### config.mk
export PLATFORM = sky130hd
export DESIGN_NAME = reentrant_lock_with_wait_queue
export DESIGN_NICKNAME = d
export VERILOG_FILES = /design/src/rtl/rlwq_pkg.sv /design/src/rtl/reentrant_lock_with_wait_queue.sv /design/src/rtl/rlwq_wait_mem.sv
export SDC_FILE = /design/constraint.sdc
export NUM_CORES = 1
export LEC_CHECK = 0
export BUFFER_PORTS_ARGS = -buffer_cell sky130_fd_sc_hd__buf_4
export CORE_MARGIN = 2
export CORE_UTILIZATION = 28
export DETAILED_ROUTE_END_ITERATION = 7
export RECOVER_POWER = 100
export SLEW_MARGIN = 25
export SYNTH_ARGS = -nofsm -noshare
export SYNTH_HDL_FRONTEND = slang
export SYNTH_SLANG_ARGS = --single-unit
export TNS_END_PERCENT = 30
### constraint.sdc
create_clock -name clk -period 3.3 [get_ports clk]
set_clock_uncertainty 0.1 [all_clocks]
set_input_delay 0.33 -clock clk [delete_from_list [all_inputs] [get_ports clk]]
set_output_delay 0.33 -clock clk [all_outputs]
set_load 0.01 [all_outputs]
### src/rtl/rlwq_pkg.sv
// ----------------------------------------------------------------------------
// rlwq_pkg
// Types and codes used by the recursive lock.
// ----------------------------------------------------------------------------
`default_nettype none

package rlwq_pkg;

	localparam logic OP_ACQUIRE = 1'b0;
	localparam logic OP_RELEASE = 1'b1;

	localparam logic [2:0] ST_GRANTED    = 3'd0;
	localparam logic [2:0] ST_NESTED     = 3'd1;
	localparam logic [2:0] ST_QUEUED     = 3'd2;
	localparam logic [2:0] ST_FREED      = 3'd3;
	localparam logic [2:0] ST_UNNESTED   = 3'd4;
	localparam logic [2:0] ST_HANDED     = 3'd5;
	localparam logic [2:0] ST_NOT_HOLDER = 3'd6;
	localparam logic [2:0] ST_DUP_OVF    = 3'd7;

	typedef struct packed {
		logic       opcode;
		logic [3:0] thread_id;
	} req_t;

	typedef struct packed {
		logic [2:0] status;
		logic       woken_valid;
		logic [3:0] woken_thread;
		logic       owner_valid;
		logic [3:0] owner_thread;
		logic [7:0] nest_depth;
	} rsp_t;

	typedef enum logic {
		S_IDLE,
		S_EXEC
	} state_t;

endpackage

`default_nettype wire

### src/rtl/reentrant_lock_with_wait_queue.sv
// ----------------------------------------------------------------------------
// reentrant_lock_with_wait_queue
// Recursive mutex with a first-in first-out queue of waiting threads.
//
// Requests arrive on the req channel (opcode, thread_id) and each one gives
// exactly one result on the rsp channel. A transfer happens at a rising edge
// where valid is high and stall is low.
// For each request, at the accepting edge the head slot of the wait queue
// memory is read; at the next edge the registered read data is used, the
// lock state and queue are updated and the result is registered.
// The single read-modify-write of the queue memory means that the block
// takes no new request while one is at work.
// A pending result holds while rsp_stall is high; req_stall stays high
// while a request is at work or a stalled result would be overwritten.
// Reset frees the lock, empties the queue and clears every waiting mark;
// queue slots themselves need no clearing as their data is used only once filled.
// ----------------------------------------------------------------------------
`default_nettype none

module reentrant_lock_with_wait_queue #(
	parameter int THREADS  = 16,
	parameter int NEST_MAX = 255
) (
	input  wire logic          clk,
	input  wire logic          arst_n,
	input  wire logic          req_valid,
	output logic               req_stall,
	input  wire rlwq_pkg::req_t req,
	output logic               rsp_valid,
	input  wire logic          rsp_stall,
	output rlwq_pkg::rsp_t     rsp
);

	import rlwq_pkg::*;

	localparam int PTR_W  = $clog2(THREADS);
	localparam int FILL_W = $clog2(THREADS + 1);
	localparam int CNT_W  = $clog2(NEST_MAX + 1);
	localparam int EXT_W  = PTR_W + 4;

	localparam logic [PTR_W-1:0]  PTR_LAST  = PTR_W'(THREADS - 1);
	localparam logic [PTR_W-1:0]  PTR_ONE   = PTR_W'(1);
	localparam logic [FILL_W-1:0] FILL_FULL = FILL_W'(THREADS);
	localparam logic [FILL_W-1:0] FILL_ONE  = FILL_W'(1);
	localparam logic [CNT_W-1:0]  CNT_MAX   = CNT_W'(NEST_MAX);
	localparam logic [CNT_W-1:0]  CNT_ONE   = CNT_W'(1);
	localparam logic [EXT_W-1:0]  ID_LIMIT  = EXT_W'(THREADS);

	state_t state_q, state_d;
	req_t   req_q;

	logic               present_q, present_d;
	logic [3:0]         id_q, id_d;
	logic [CNT_W-1:0]   cnt_q, cnt_d;
	logic [PTR_W-1:0]   head_q, head_d;
	logic [PTR_W-1:0]   tail_q, tail_d;
	logic [FILL_W-1:0]  fill_q, fill_d;
	logic [THREADS-1:0] mark_q, mark_d;

	rsp_t rsp_q, rsp_d;
	logic rsp_valid_q;

	logic        accept;
	logic        mem_we;
	logic [3:0]  mem_rdata;

	logic [EXT_W-1:0]   tid_ext, next_ext;
	logic [PTR_W-1:0]   tid_idx, next_idx;
	logic               tid_ok;
	logic [CNT_W+7:0]   cnt_ext;

	assign accept    = req_valid & ~req_stall;
	assign req_stall = (state_q != S_IDLE) | (rsp_valid_q & rsp_stall);
	assign rsp_valid = rsp_valid_q;
	assign rsp       = rsp_q;

	rlwq_wait_mem #(
		.DEPTH (THREADS),
		.AW    (PTR_W)
	) u_wait_mem (
		.clk   (clk),
		.we    (mem_we),
		.waddr (tail_q),
		.wdata (req_q.thread_id),
		.re    (accept),
		.raddr (head_q),
		.rdata (mem_rdata)
	);

	assign tid_ext  = {{PTR_W{1'b0}}, req_q.thread_id};
	assign tid_idx  = tid_ext[PTR_W-1:0];
	assign tid_ok   = tid_ext < ID_LIMIT;
	assign next_ext = {{PTR_W{1'b0}}, mem_rdata};
	assign next_idx = next_ext[PTR_W-1:0];

	always_comb begin
		state_d   = state_q;
		present_d = present_q;
		id_d      = id_q;
		cnt_d     = cnt_q;
		head_d    = head_q;
		tail_d    = tail_q;
		fill_d    = fill_q;
		mark_d    = mark_q;
		mem_we    = 1'b0;
		rsp_d     = rsp_q;
		cnt_ext   = '0;
		unique case (state_q)
			S_IDLE: begin
				if (accept) begin
					state_d = S_EXEC;
				end
			end
			S_EXEC: begin
				state_d            = S_IDLE;
				rsp_d.woken_valid  = 1'b0;
				rsp_d.woken_thread = 4'd0;
				priority if (!tid_ok) begin
					rsp_d.status = ST_DUP_OVF;
				end else if (req_q.opcode == OP_ACQUIRE) begin
					priority if (!present_q) begin
						present_d    = 1'b1;
						id_d         = req_q.thread_id;
						cnt_d        = CNT_ONE;
						rsp_d.status = ST_GRANTED;
					end else if (id_q == req_q.thread_id) begin
						if (cnt_q >= CNT_MAX) begin
							rsp_d.status = ST_DUP_OVF;
						end else begin
							cnt_d        = cnt_q + CNT_ONE;
							rsp_d.status = ST_NESTED;
						end
					end else if (mark_q[tid_idx] || fill_q >= FILL_FULL) begin
						rsp_d.status = ST_DUP_OVF;
					end else begin
						mem_we          = 1'b1;
						tail_d          = (tail_q == PTR_LAST) ? '0 : tail_q + PTR_ONE;
						fill_d          = fill_q + FILL_ONE;
						mark_d[tid_idx] = 1'b1;
						rsp_d.status    = ST_QUEUED;
					end
				end else begin
					priority if (!present_q || id_q != req_q.thread_id) begin
						rsp_d.status = ST_NOT_HOLDER;
					end else if (cnt_q > CNT_ONE) begin
						cnt_d        = cnt_q - CNT_ONE;
						rsp_d.status = ST_UNNESTED;
					end else if (fill_q != '0) begin
						head_d             = (head_q == PTR_LAST) ? '0 : head_q + PTR_ONE;
						fill_d             = fill_q - FILL_ONE;
						mark_d[next_idx]   = 1'b0;
						id_d               = mem_rdata;
						cnt_d              = CNT_ONE;
						rsp_d.woken_valid  = 1'b1;
						rsp_d.woken_thread = mem_rdata;
						rsp_d.status       = ST_HANDED;
					end else begin
						present_d    = 1'b0;
						id_d         = 4'd0;
						cnt_d        = '0;
						rsp_d.status = ST_FREED;
					end
				end
				cnt_ext            = {8'd0, cnt_d};
				rsp_d.owner_valid  = present_d;
				rsp_d.owner_thread = id_d;
				rsp_d.nest_depth   = cnt_ext[7:0];
			end
			default: begin
				state_d = S_IDLE;
			end
		endcase
	end

	always_ff @(posedge clk or negedge arst_n) begin
		if (!arst_n) begin
			state_q     <= S_IDLE;
			present_q   <= 1'b0;
			id_q        <= 4'd0;
			cnt_q       <= '0;
			head_q      <= '0;
			tail_q      <= '0;
			fill_q      <= '0;
			mark_q      <= '0;
			rsp_valid_q <= 1'b0;
		end else begin
			state_q   <= state_d;
			present_q <= present_d;
			id_q      <= id_d;
			cnt_q     <= cnt_d;
			head_q    <= head_d;
			tail_q    <= tail_d;
			fill_q    <= fill_d;
			mark_q    <= mark_d;
			if (state_q == S_EXEC) begin
				rsp_valid_q <= 1'b1;
			end else if (!rsp_stall) begin
				rsp_valid_q <= 1'b0;
			end
		end
	end

	always_ff @(posedge clk) begin
		if (accept) begin
			req_q <= req;
		end
		rsp_q <= rsp_d;
	end

endmodule

`default_nettype wire

### src/rtl/rlwq_wait_mem.sv
// ----------------------------------------------------------------------------
// rlwq_wait_mem
// Ring storage for waiting thread ids: one write port, one registered read.
// ----------------------------------------------------------------------------
`default_nettype none

module rlwq_wait_mem #(
	parameter int DEPTH = 16,
	parameter int AW    = 4
) (
	input  wire logic          clk,
	input  wire logic          we,
	input  wire logic [AW-1:0] waddr,
	input  wire logic [3:0]    wdata,
	input  wire logic          re,
	input  wire logic [AW-1:0] raddr,
	output logic      [3:0]    rdata
);

	logic [3:0] mem [DEPTH];

	always_ff @(posedge clk) begin
		if (we) begin
			mem[waddr] <= wdata;
		end
	end

	always_ff @(posedge clk) begin
		if (re) begin
			rdata <= mem[raddr];
		end
	end

endmodule

`default_nettype wire
==> run_results.csv, run 1 <==
group,metric,value,unit
status,status,"completed",
grt,grt_pass1_vias,4581,
synth,ys.flop_type,"edfxtp_1",
place,numPortBuffers,31,
timing,relSlewSlack,18.7,%
place,place_area,7390,um2
grt,grt_overflow,0,
clock_network,clk_pin_slew,0.06,ns
grt,antenna_found_initial,0,
power,peakVddDrop,0.000359,V
drt,drc_errors,0,
finish,stdcell_area,7900,um2
timing,max_freq,336,MHz
die,fp.dieH,159,um
timing,rsz0062_at_grt,"false",
critical_path,end_kind,"flop",
die,std_cell_rows,56,
timing,period_minus_slack,2.98,ns
finish,diodes,0,
drt,post_drt_wl_per_cell,16.9,um
finish,most-common-layout-cells,"94 x edfxtp_1, 48 x nand2_1, 44 x dfrtp_1, 38 x o21ai_0",
timing,worst_slew_pin_slew,1.22,ns
drt,postRouteAntennaNets,0,
die,io_pins,32,
synth,seq_area_frac_synth,58.1,%
die,start_util,28.7,%
finish,fin_nets,625,
timing,hold_ws,0.0665,ns
finish,layout_commonest_cell,"edfxtp_1",
timing,post-route-period-util,90.3,%
critical_path,crit_path_max_incr_delay,0.68,ns
power,cellLeakagePower,2.86,nW
finish,final_cell_count_no_fill,936,
critical_path,crit_type,"flop to flop",
critical_path,required,3.27,ns
drt,routed_wl,15.8,mm
clock_network,clock-sinks,138,
place,dp_hpwl,10.7,mm
finish,final_core_util,33.6,%
critical_path,start_kind,"flop",
synth,syn_avg_cell_area,12.0,um2
clock_network,cts.path.max_buffers,2,
place,gp_congestion,0.863,
synth,synthArstFlopShare,31.9,%
timing,setup_viol,0,
grt,grt_max_degree,45,
clock_network,post_cts_buffers,0,
timing,slew_viol_final,0,
flow_run,drv_cap,0,
die,dieArea,25400,um2
clock_network,clock_latency,0.43,ns
critical_path,worstPathArrival,2.95,ns
grt,grt_util_all_layers,12.7,%
die,core,23500,um2
clock_network,htreeDepth,4,
timing,hold_viol,0,
critical_path,worst_path_max_delay_cell,"edfxtp_1",
synth,synth-seq-cells,138,
critical_path,critical_path.cell_chain,"clkbuf_1 > mux2i_1 > a22oi_1 > o211ai_1 > and4_1 > buf_4 > nand3_1 > nor2_1",
clock_network,numCtsBuffers,17,
drt,drt_iter0_markers,490,
synth,synth.distinct_cells,63,
clock_network,ctsRootBufferMaster,"clkbuf_16",
critical_path,cp_max_fo,19,
clock_network,cts_tree,"built",
drt,via_per_inst,5.05,
drt,via_count,4730,
place,placed_cells,898,
finish,drive_above_1_share,12.3,%
synth,yosys_warnings,0,
die,fp.dieW,159,um
timing,tns,0,ns
grt,grt_first_pass_wirelength,25.4,mm
synth,synth-edff-count,94,
min_path,worstHoldPathType,"input pin to flop",
synth,synth_nets,584,
drt,firstDrtPassIters,5,
synth,synth.cell_area,6750,um2
synth,synthCells,563,
finish,area_growth,17.0,%
power,p_per_area,735,nW/um2
==> power breakdown <==
part           internal, mW  total, mW  switching [mW]
logic                 0.641       1.50           0.859
registers              2.12       2.37           0.248
clock network          1.09       1.94           0.850
total                  3.85       5.81            1.96
==> area by class of cell <==
class | count | area [um2]
Timing Repair Buffer | 61 | 347
Clock inverter | 15 | 169
Sequential cell | 138 | 3920
Clock buffer | 17 | 425
Multi-Input combinational cell | 368 | 2570
Tap cell | 319 | 399
Inverter | 18 | 67.6
Fill cell | 2389 | 15600
==> cells in the mapped netlist (all sizes together), types with 8 or more instances <==
cell type | count | area (um2)
and2 | 8 | 50.1
clkbuf | 32 | 120
inv | 17 | 63.8
mux2i | 24 | 240
edfxtp | 94 | 2820
nand4 | 10 | 62.6
dfrtp | 44 | 1100
nor2 | 33 | 124
a21o | 8 | 60.1
xnor2 | 10 | 87.6
mux4 | 9 | 203
nor3 | 13 | 65.1
o21ai | 39 | 195
nand2 | 48 | 180
nand3 | 14 | 70.1
ha | 11 | 138
a21oi | 20 | 100
==> registers in the layout, summed over array words and instances, names as in the netlist <==
signal,cells
u_wait_mem.mem,64
mark_q,16
rsp_valid,1
present_q,1
tid_idx,4
id_q,4
u_wait_mem.rdata,4
head_q,4
rsp,21
state_q,1
tail_q,4
cnt_q,8
req_q,1
fill_q,5
==> final timing paths <==
check / startpoint / end / slack [ns] / cells past startpoint
max: tid_idx[3]$_DFFE_PP_ / u_wait_mem.mem[14][1]$_DFFE_PP_ / 0.32 / 8
min: req_valid / state_q$_DFF_PN0_ / 0.07 / 2
max reg2reg: tid_idx[3]$_DFFE_PP_ / u_wait_mem.mem[14][1]$_DFFE_PP_ / 0.32 / 8
min reg2reg: mark_q[8]$_DFFE_PN0P_ / mark_q[8]$_DFFE_PN0P_ / 0.40 / 1
max in group asynchronous: arst_n / mark_q[12]$_DFFE_PN0P_ / 1.76 / 2
min in group asynchronous: arst_n / cnt_q[7]$_DFFE_PN0P_ / 0.59 / 2
==> stage by stage <==
stage	total power, mW	setup slack (ns)
after CTS	5.91	0.342
after detailed placement	3.95	0.352
after global routing	6.12	0.0770
after global placement	3.94	0.360
final	5.81	0.320
after floorplan	3.51	0.0672
==> kinds of logic (layout without fill, tap and decap cells) <==
kind of cell    count (synthesis)  in the layout  synth area share [%]
buf+inv                        57            111                  3.54
fa+ha+maj                      12             12                  2.33
flops                         138            138                  58.1
simple gates                  177            177                  14.1
compound gates                127            127                  12.6
xor+xnor                       12             12                  1.56
mux                            40             40                  7.78
==> per-layer routing <==
layer  vias up  track usage, %  share of wire, %
met5         -               0                 0
li1       2215               -                 -
met3        14            2.42               6.0
met2       172            19.3                46
met4         0            4.79               1.4
met1      2329            18.0                47
==> worst max-delay path: cells and delay by family, from the launching register on <==
| kind | cells | cell delay [ns] |
|---|---|---|
| compound gates | 2 | 0.24 |
| mux | 1 | 0.23 |
| buf+inv | 2 | 0.55 |
| simple gates | 3 | 0.82 |
| flops | 1 | 0.68 |
==> repair_timing <==
action / CTS / global route
endpoints found under the hold margin: 49 / 0
hold buffers: 6 / 0
resized for setup: 0 / 0
setup endpoints to repair: 0 / 0
Power figures use the tool's default switching activity.
==> inputs of run 2 (changes only) <==
clock period = 2.8 ns   (was 3.3 ns; I/O delays follow)
==> run 2 against run 1 <==
Sequential power up 17%. First-iteration DRC count is 15% lower. Cell area up 5.4%. Critical path depth is 1 lower. Critical endpoint is now u_wait_mem.mem[7][3]$_DFFE_PP_.
==> run_results.csv, run 2 (synthesis results as in run 1) <==
group,metric,value,unit
status,status,"completed",
finish,layout_commonest_cell,"edfxtp_1",
clock_network,clk_pin_slew,0.06,ns
flow_run,drv_cap,0,
place,gp_congestion,0.835,
critical_path,required,2.79,ns
timing,period_minus_slack,2.74,ns
min_path,worstHoldPathType,"input pin to flop",
critical_path,worstPathArrival,2.73,ns
drt,drc_errors,0,
drt,via_per_inst,5.04,
grt,grt_pass1_vias,4910,
finish,fin_nets,645,
finish,seqCellArea,3920,um2
clock_network,cts_tree,"built",
clock_network,ctsRootBufferMaster,"clkbuf_16",
finish,most-common-layout-cells,"94 x edfxtp_1, 62 x buf_4, 48 x nand2_1, 44 x dfrtp_1, 32 x o21ai_0",
grt,grt_first_pass_wirelength,26.4,mm
drt,firstDrtPassIters,5,
finish,multi_input_area,2690,um2
finish,fillCellCount,2346,
die,fp.dieW,159,um
finish,largest_register_ffs,64,
drt,routed_wl,15.8,mm
timing,hold_viol,0,
finish,top_register,"u_wait_mem.mem",
power,peakVddDrop,0.000480,V
power,p_per_area,867,nW/um2
die,std_cell_rows,56,
finish,stdcell_area,8330,um2
timing,relSlewSlack,19.4,%
timing,setup_viol,0,
grt,grt_overflow,0,
clock_network,numCtsBuffers,17,
power,finalPower,7.22,mW
clock_network,post_cts_buffers,0,
timing,rsz0062_at_grt,"true",
drt,post_drt_wl_per_cell,16.5,um
timing,worst_slew_pin_slew,1.21,ns
power,cellLeakagePower,3.09,nW
finish,diodes,0,
drt,via_count,4814,
clock_network,clock-sinks,138,
place,numPortBuffers,31,
clock_network,clock_latency,0.42,ns
critical_path,crit_path_max_incr_delay,0.59,ns
clock_network,htreeDepth,4,
finish,area_growth,23.3,%
timing,hold_ws,0.0247,ns
critical_path,end_kind,"flop",
grt,grt_util_all_layers,13.0,%
die,io_pins,32,
timing,slew_viol_final,0,
clock_network,cts.path.max_buffers,2,
timing,post-route-period-util,97.8,%
drt,drt_iter0_markers,415,
finish,drive_above_1_share,21.8,%
grt,grt_max_degree,45,
critical_path,worst_path_max_delay_cell,"edfxtp_1",
critical_path,critical_path.cell_chain,"xnor2_1 > and4_1 > nor2_1 > and4_1 > buf_12 > nand3b_1 > nor2_1",
place,dp_hpwl,10.9,mm
critical_path,cp_max_fo,17,
die,start_util,28.7,%
timing,max_freq,365,MHz
drt,postRouteAntennaNets,0,
critical_path,crit_type,"flop to flop",
critical_path,start_kind,"flop",
die,dieArea,25400,um2
grt,antenna_found_initial,0,
die,fp.dieH,159,um
place,place_area,7660,um2
die,core,23500,um2
==> run 2: through the flow <==
stage	setup TNS, ns	worst slack, ns	util [%]	std cells
6_report	0	0.0606	35.4	956
5_1_grt	-0.441	-0.0613	35.4	956
4_1_cts	0	0.0650	35.4	956
3_5_place_dp	0	0.0787	32.5	918
3_3_place_gp	0	0.115	32.5	918
2_1_floorplan	0	0.00143	-	563
==> run 2: routing by layer <==
metal / GRT usage (%) / part of all wire, %
met1: 17.7 / 46
met2: 20.8 / 47
met3: 2.58 / 5.0
met4: 4.01 / 1.4
met5: 0 / 0
==> run 2: worst max-delay path: cells and delay by family, from the launching register on <==
kind	cells	cell delay (ns)
simple gates	5	1.30
flops	1	0.59
xor+xnor	1	0.23
buf+inv	1	0.17
==> run 2: worst paths after layout <==
kind | cells after the start | from | slack (ns) | end
max in group asynchronous | 2 | arst_n | 1.30 | head_q[1]$_DFFE_PN0P_
setup / recovery | 7 | tid_idx[0]$_DFFE_PP_ | 0.06 | u_wait_mem.mem[7][3]$_DFFE_PP_
hold reg to reg | 1 | mark_q[4]$_DFFE_PN0P_ | 0.40 | mark_q[4]$_DFFE_PN0P_
min in group asynchronous | 2 | arst_n | 0.55 | cnt_q[6]$_DFFE_PN0P_
hold / removal | 3 | rsp_stall | 0.02 | rsp_valid$_DFFE_PN0P_
setup reg to reg | 7 | tid_idx[0]$_DFFE_PP_ | 0.06 | u_wait_mem.mem[7][3]$_DFFE_PP_
==> run 2: what timing repair did <==
| action | 4_1_cts | 5_1_grt |
|---|---|---|
| endpoints found under the hold margin | 49 | 0 |
| hold buffers | 6 | 0 |
| endpoints found under the setup margin | 0 | 26 |
| resized for setup | 0 | 5 |
==> run 2: area by class of cell <==
type	instances	share of cell area (%)
well taps	319	4.79
clock buffers	18	5.15
multi-input cells	368	32.2
repair buffers	81	7.72
clock inverters	14	2.18
flip-flops and latches	138	47.1
inverters	18	0.811
==> run 2: power breakdown <==
part / internal (mW) / leakage [nW] / switching, mW
clock network: 1.42 / 0.293 / 0.928
logic: 0.978 / 1.38 / 1.13
registers: 2.50 / 1.42 / 0.265
